File: src/hw/rtl/bdac_pkg.sv
`timescale 1ns / 1ps
// ----------------------------------------------------------------------------
// bdac_pkg
// shared types and constants of the buffered dac register block
// ----------------------------------------------------------------------------
package bdac_pkg;

   // item opcodes
   localparam logic [1:0] OP_READ    = 2'd0;
   localparam logic [1:0] OP_WRITE   = 2'd1;
   localparam logic [1:0] OP_TRIGGER = 2'd2;
   localparam logic [1:0] OP_TICK    = 2'd3;

   // register selects
   localparam logic [1:0] SEL_CONTROL = 2'd0;
   localparam logic [1:0] SEL_LOW     = 2'd1;
   localparam logic [1:0] SEL_HIGH    = 2'd2;
   localparam logic [1:0] SEL_NONE    = 2'd3;

   // pin actions reported on a tick
   localparam logic [1:0] PIN_UNCHANGED = 2'd0;
   localparam logic [1:0] PIN_DRIVE     = 2'd1;
   localparam logic [1:0] PIN_RELEASE   = 2'd2;

   // control register bit positions
   localparam int ENABLE_BIT        = 0;
   localparam int OUTPUT_ENABLE_BIT = 1;
   localparam int AUTO_TRIGGER_BIT  = 7;
   localparam int TRIG_SEL_LSB      = 4;
   localparam int TRIG_SEL_MSB      = 6;

   typedef struct packed {
      logic [7:0] rd_byte;
      logic [9:0] output_code;
      logic [1:0] pin_action;
   } bdac_result_type;

endpackage

File: src/hw/rtl/bdac_core.sv
`timescale 1ns / 1ps
// ----------------------------------------------------------------------------
// bdac_core
// register state and single-pass item decode, result formed in the same cycle
// ----------------------------------------------------------------------------
module bdac_core (
   input  logic                      clock,
   input  logic                      reset,
   input  logic                      accept,
   input  logic [1:0]                opcode,
   input  logic [1:0]                reg_select,
   input  logic [7:0]                write_data,
   input  logic [3:0]                trigger_source,
   input  logic                      power_reduced,
   output bdac_pkg::bdac_result_type result
);

   logic [7:0] control_ff, control_in;
   logic [9:0] buffer_ff, buffer_in;
   logic [9:0] latched_ff, latched_in;
   logic [9:0] level_ff, level_in;
   logic       refresh;
   logic [7:0] rd;
   logic [1:0] pin;

   always_comb begin
      control_in = control_ff;
      buffer_in  = buffer_ff;
      latched_in = latched_ff;
      refresh    = 1'b0;
      rd         = 8'd0;
      pin        = bdac_pkg::PIN_UNCHANGED;
      unique case (opcode)
         bdac_pkg::OP_READ: begin
            case (reg_select)
               bdac_pkg::SEL_CONTROL: rd = control_ff;
               bdac_pkg::SEL_LOW:     rd = latched_ff[7:0];
               bdac_pkg::SEL_HIGH:    rd = {6'd0, latched_ff[9:8]};
               default:               rd = 8'd0;
            endcase
         end
         bdac_pkg::OP_WRITE: begin
            case (reg_select)
               bdac_pkg::SEL_CONTROL: begin
                  control_in = write_data;
                  refresh    = 1'b1;
               end
               bdac_pkg::SEL_LOW: begin
                  buffer_in = {buffer_ff[9:8], write_data};
                  if (!control_ff[bdac_pkg::AUTO_TRIGGER_BIT]) begin
                     latched_in = buffer_in;
                     refresh    = 1'b1;
                  end
               end
               bdac_pkg::SEL_HIGH: begin
                  buffer_in = {write_data[1:0], buffer_ff[7:0]};
                  if (!control_ff[bdac_pkg::AUTO_TRIGGER_BIT]) begin
                     latched_in = buffer_in;
                     refresh    = 1'b1;
                  end
               end
               default: ;
            endcase
         end
         bdac_pkg::OP_TRIGGER: begin
            // sources above seven never match the three-bit select
            if (control_ff[bdac_pkg::AUTO_TRIGGER_BIT] &&
                trigger_source ==
                {1'b0, control_ff[bdac_pkg::TRIG_SEL_MSB:bdac_pkg::TRIG_SEL_LSB]}) begin
               latched_in = buffer_ff;
               refresh    = 1'b1;
            end
         end
         bdac_pkg::OP_TICK: begin
            if (!power_reduced) begin
               if (control_ff[bdac_pkg::ENABLE_BIT] &&
                   control_ff[bdac_pkg::OUTPUT_ENABLE_BIT])
                  pin = bdac_pkg::PIN_DRIVE;
               else
                  pin = bdac_pkg::PIN_RELEASE;
            end
         end
         default: ;
      endcase
      level_in = level_ff;
      if (refresh) begin
         if (power_reduced || !control_in[bdac_pkg::ENABLE_BIT])
            level_in = 10'd0;
         else
            level_in = latched_in;
      end
   end

   assign result.rd_byte     = rd;
   assign result.output_code = level_in;
   assign result.pin_action  = pin;

   always_ff @(posedge clock) begin
      if (reset) begin
         control_ff <= 8'd0;
         buffer_ff  <= 10'd0;
         latched_ff <= 10'd0;
         level_ff   <= 10'd0;
      end else if (accept) begin
         control_ff <= control_in;
         buffer_ff  <= buffer_in;
         latched_ff <= latched_in;
         level_ff   <= level_in;
      end
   end

endmodule

File: src/hw/rtl/buffered_dac_register_block.sv
`timescale 1ns / 1ps
// ----------------------------------------------------------------------------
// buffered_dac_register_block
// 10-bit dac register block: control, data low/high, staging buffer, latch
// ----------------------------------------------------------------------------
// result: registered into the output register, or the skid entry on a stall
// throughput: one item per cycle, sustained while the result side keeps up
// a two-entry result buffer (output register plus skid) lets an item be
// taken while a finished result is still stalled
// reset: synchronous, clears control, buffer, latched data, level and valids
// ----------------------------------------------------------------------------
module buffered_dac_register_block (
   input  logic       clock,
   input  logic       reset,
   input  logic       req_valid,
   output logic       req_stall,
   input  logic [1:0] req_opcode,
   input  logic [1:0] req_reg_select,
   input  logic [7:0] req_write_data,
   input  logic [3:0] req_trigger_source,
   input  logic       req_power_reduced,
   output logic       rsp_valid,
   input  logic       rsp_stall,
   output logic [7:0] rsp_read_data,
   output logic [9:0] rsp_output_code,
   output logic [1:0] rsp_pin_action
);

   bdac_pkg::bdac_result_type new_result;
   bdac_pkg::bdac_result_type out_ff, out_in;
   bdac_pkg::bdac_result_type skid_ff, skid_in;
   logic out_valid_ff, out_valid_in;
   logic skid_valid_ff, skid_valid_in;
   logic accept;
   logic drain;

   // stall only when the skid entry is taken, so it is a plain register
   assign req_stall = skid_valid_ff;
   assign accept    = req_valid && !skid_valid_ff;
   assign drain     = out_valid_ff && !rsp_stall;

   // state update and result decode for the accepted item
   bdac_core u_core (
      .clock          (clock),
      .reset          (reset),
      .accept         (accept),
      .opcode         (req_opcode),
      .reg_select     (req_reg_select),
      .write_data     (req_write_data),
      .trigger_source (req_trigger_source),
      .power_reduced  (req_power_reduced),
      .result         (new_result)
   );

   // result buffering: skid entry always older than a new item
   always_comb begin
      out_in        = out_ff;
      skid_in       = skid_ff;
      out_valid_in  = out_valid_ff;
      skid_valid_in = skid_valid_ff;
      if (drain || !out_valid_ff) begin
         if (skid_valid_ff) begin
            // skid full means no accept this cycle
            out_in        = skid_ff;
            out_valid_in  = 1'b1;
            skid_valid_in = 1'b0;
         end else if (accept) begin
            out_in       = new_result;
            out_valid_in = 1'b1;
         end else begin
            out_valid_in = 1'b0;
         end
      end else if (accept) begin
         // output held by a stall, park the new item
         skid_in       = new_result;
         skid_valid_in = 1'b1;
      end
   end

   always_ff @(posedge clock) begin
      if (reset) begin
         out_valid_ff  <= 1'b0;
         skid_valid_ff <= 1'b0;
      end else begin
         out_valid_ff  <= out_valid_in;
         skid_valid_ff <= skid_valid_in;
      end
      out_ff  <= out_in;
      skid_ff <= skid_in;
   end

   assign rsp_valid       = out_valid_ff;
   assign rsp_read_data   = out_ff.rd_byte;
   assign rsp_output_code = out_ff.output_code;
   assign rsp_pin_action  = out_ff.pin_action;

endmodule
File: config.mk
export PLATFORM = sky130hd
export DESIGN_NAME = buffered_dac_register_block
export DESIGN_NICKNAME = d
export VERILOG_FILES = /design/src/hw/rtl/bdac_pkg.sv /design/src/hw/rtl/bdac_core.sv /design/src/hw/rtl/buffered_dac_register_block.sv
export SDC_FILE = /design/constraint.sdc
export NUM_CORES = 1
export LEC_CHECK = 0
export BUFFER_PORTS_ARGS = -buffer_cell sky130_fd_sc_hd__buf_4
export CORE_MARGIN = 8
export CORE_UTILIZATION = 61
export DETAILED_ROUTE_END_ITERATION = 8
export GPL_TIMING_DRIVEN = 0
export PLACE_DENSITY = 0.83
export REMOVE_ABC_BUFFERS = 1
export SLEW_MARGIN = 20
export SYNTH_ARGS = -nofsm -noshare
export SYNTH_HDL_FRONTEND = slang
export SYNTH_SLANG_ARGS = --single-unit
File: constraint.sdc
create_clock -name clock -period 5.97 [get_ports clock]
set_input_delay 1.194 -clock clock [delete_from_list [all_inputs] [get_ports clock]]
set_output_delay 1.194 -clock clock [all_outputs]
set_load 0.01 [all_outputs]
==> summary.md <==
| Metric | Value |
|---|---|
| CP Data Required Time | 6050 ps |
| Routed via count | 3000 |
| DP HPWL | 6010 µm |
| CTS resizes | 0 |
| Skew-Pair Late Insertion Delay | 350 ps |
| Synth cell types | 41 |
| Area occupied by multi-input gates | 1760 µm² |
| Top_reg_cell synth | edfxtp_1 |
| Worst setup EP type | flip-flop |
| Post-route setup slack | 2500 ps |
| Yosys warns | 0 |
| Die area | 9170 µm² |
| DRC Markers | 0 |
| Dpl cell area | 4220 µm² |
| Slew at the pin closest to its max-slew limit | 900 ps |
| Fin. Hold Viols | 0 |
| Post-DRT Antenna Nets | 0 |
| Ant. Diodes | 0 |
| Unrepaired setup endpoints after global routing | false |
| WS Path Type | input pin to flip-flop |
| Post-synth ARST share | 0 |
| Postcts setup bufs | 0 |
| Gr ovfl total | 0 |
| Clk buf depth | 2 |
| Power Density | 247 nW/µm² |
| Worst-path clk slew | 80 ps |
| Count of hold-fix buffers inserted at cts | 0 |
| Num CTS Buffers | 9 |
| Area Growth Syn to Fin | 13.7% |
| Final wirelength | 8910 µm |
| Fill cell count | 469 |
| Post-place setup slack | 2120 ps |
| Cell Area, Synth | 3880 µm² |
| Root buffer cell | clkbuf_8 |
| Clock sink total | 80 |
| Worst path arrival time | 3550 ps |
| First-pass iteration count of the detailed router | 7 |
| Setup TNS | 0 ps |
| GPL Wtd Cong | 0.868 |
| DRT iter0 DRCs | 243 |
| Leakage | 0.00158 µW |
| First-pass GRT wire length | 14400 µm |
| Synthesized flop and latch total | 80 |
| Fin crit period | 3470 ps |
| Worst relative slew slack | 0.400 |
| Max FO, Critical Path | 11 |
| Die width | 95.8 µm |
| Core footprint | 6240 µm² |
| IO Pins | 43 |
| Starting Density | 0.622 |
| Worst hold path class | flip-flop to flip-flop |
| Fin nets | 423 |
| Total GRT Usage | 0.204 |
| Achievable frequency | 288 MHz |
| Row cnt | 29 |
| Critical path startpoint category | input pin |
| Max_cap viols | 0 |
| Average cell area after synthesis | 10.6 µm² |
| Peak supply drop | 0.168 mV |
| Max-slew violations | 0 |
| Sequential area share after synthesis | 0.516 |
| Initial antenna violation count | 0 |
| EDFF count, synth | 40 |
| Per-cell routed wire length | 18.7 µm |
| Layout cell share with drive strength beyond 1 | 0.266 |
| Number of port buffers | 42 |
| Period Utilization, post-route | 0.581 |
| Clock skew | 5.57 ps |
| TritonCTS clock tree | yes |
| Die H | 95.8 µm |
| H-Tree Level Count | 3 |
| Final-report setup violation count | 0 |
| FF-to-FF setup slack | 3300 ps |
| Final instance area | 4420 µm² |
| Vias in the first global route | 2915 |
| Largest net degree at the start of global routing | 44 |
| Cells after Synth | 365 |
| Register Area | 2000 µm² |
| Status | finished, final reports clean |
| DR vias/cell | 6.32 |
==> layer usage <==
layer,track usage,vias to the layer above,wire length [µm]
met5,0,-,0
met4,0.0819,0,191
met3,0.0546,21,712
met2,0.339,143,4310
met1,0.247,1436,3690
li1,-,1400,-
==> worst max-delay path, cell delays in order <==
cell and delay, ps:
buf_4 120, inv_1 100, ha_1 260, nor2b_1 150, o2111a_1 290, o221ai_1 730, or2_0 530, o21ai_0 170
==> cells in the mapped netlist (2+ instances only) <==
master / count / area (µm²)
o31ai_1: 9 / 67.6
a21bo_2: 2 / 20.0
a22o_1: 8 / 70.1
ha_1: 9 / 113
a21oi_1: 22 / 110
and2_1: 2 / 12.5
a211oi_2: 10 / 125
nor2_1: 33 / 124
a22oi_1: 16 / 120
nand2b_1: 2 / 12.5
o21ai_0: 21 / 105
nand3_1: 4 / 20.0
nand2_1: 44 / 165
edfxtp_1: 40 / 1200
o2bb2ai_2: 10 / 150
clkbuf_2: 2 / 10.0
a222oi_1: 2 / 20.0
clkbuf_1: 17 / 63.8
nor2b_1: 14 / 87.6
nor3b_1: 8 / 60.1
dfxtp_1: 40 / 801
buf_6: 2 / 22.5
a21oi_2: 10 / 87.6
inv_1: 6 / 22.5
xor2_1: 3 / 26.3
buf_1: 6 / 22.5
a32o_1: 6 / 60.1
a32o_2: 4 / 45.0
==> final cells by class <==
class	instances	area share
Clock buffer	10	0.0289
Multi-Input combinational cell	251	0.398
Inverter	6	0.00510
Sequential cell	80	0.454
Tap cell	77	0.0218
Clock inverter	6	0.0136
Timing Repair Buffer	45	0.0791
==> cell usage in the layout, fill, tap and decap left out, drive strengths merged, types with 2 or more instances in the layout <==
cell     count
inv          6
clkinv       4
nand2b       2
a21oi       32
buf         45
clkbuf      10
a211oi      10
nor2b       14
o2bb2ai     10
nand2       44
a22o         8
a22oi       16
a32o        10
xor2         3
a21bo        2
nand3        4
and2         2
nor3b        8
o31ai        9
nor2        33
a222oi       2
dfxtp       40
nor4         2
edfxtp      40
o21ai       22
ha           9
==> registers in the layout (all words and copies together) (netlist names) <==
register,cells
u_core.buffer_ff,10
rsp_output_code,10
u_core.latched_ff,10
req_stall,1
u_core.control_ff,8
u_core.level_ff,10
rsp_pin_action,2
skid_ff,20
rsp_read_data,8
rsp_valid,1
==> stage by stage <==
step	total power [µW]	hold WS, ps	cells	utilization
final	1090	462	475	0.707
after global routing	1130	484	475	0.707
after CTS	1090	459	475	0.706
after detailed placement	718	448	459	0.676
after global placement	711	446	456	0.668
after floorplan	668	430	337	-
==> report_power, final <==
group	internal, µW	total [µW]	leakage, µW	switching (µW)
Clock	191	384	0.0000937	193
Sequential	588	597	0.000744	9.21
Combinational	41.0	110	0.000739	69.3
==> logic make-up (layout without fill, tap and decap cells) <==
kind of cell             Yosys count  count (layout)  share of synthesized area
flip-flops                        80              80                      0.516
adder cells (fa/ha/maj)            9               9                     0.0290
AND/OR/NAND/NOR                  113             113                      0.140
AO/OA/AOI/OAI                    125             125                      0.268
XOR/XNOR                           3               3                    0.00677
multiplexers                       1               1                    0.00290
buffers and inverters             34              67                     0.0377
==> final timing paths <==
check,cells past startpoint,startpoint,to
worst max-delay path,8,req_reg_select[0],rsp_output_code[9]$_DFFE_PP_
worst min-delay path,2,u_core.control_ff[2]$_SDFFE_PP0P_,u_core.control_ff[2]$_SDFFE_PP0P_
worst max register to register,5,u_core.control_ff[5]$_SDFFE_PP0P_,rsp_output_code[9]$_DFFE_PP_
worst min register to register,2,u_core.control_ff[2]$_SDFFE_PP0P_,u_core.control_ff[2]$_SDFFE_PP0P_
Note: power is estimated with default switching activity, not from simulation.
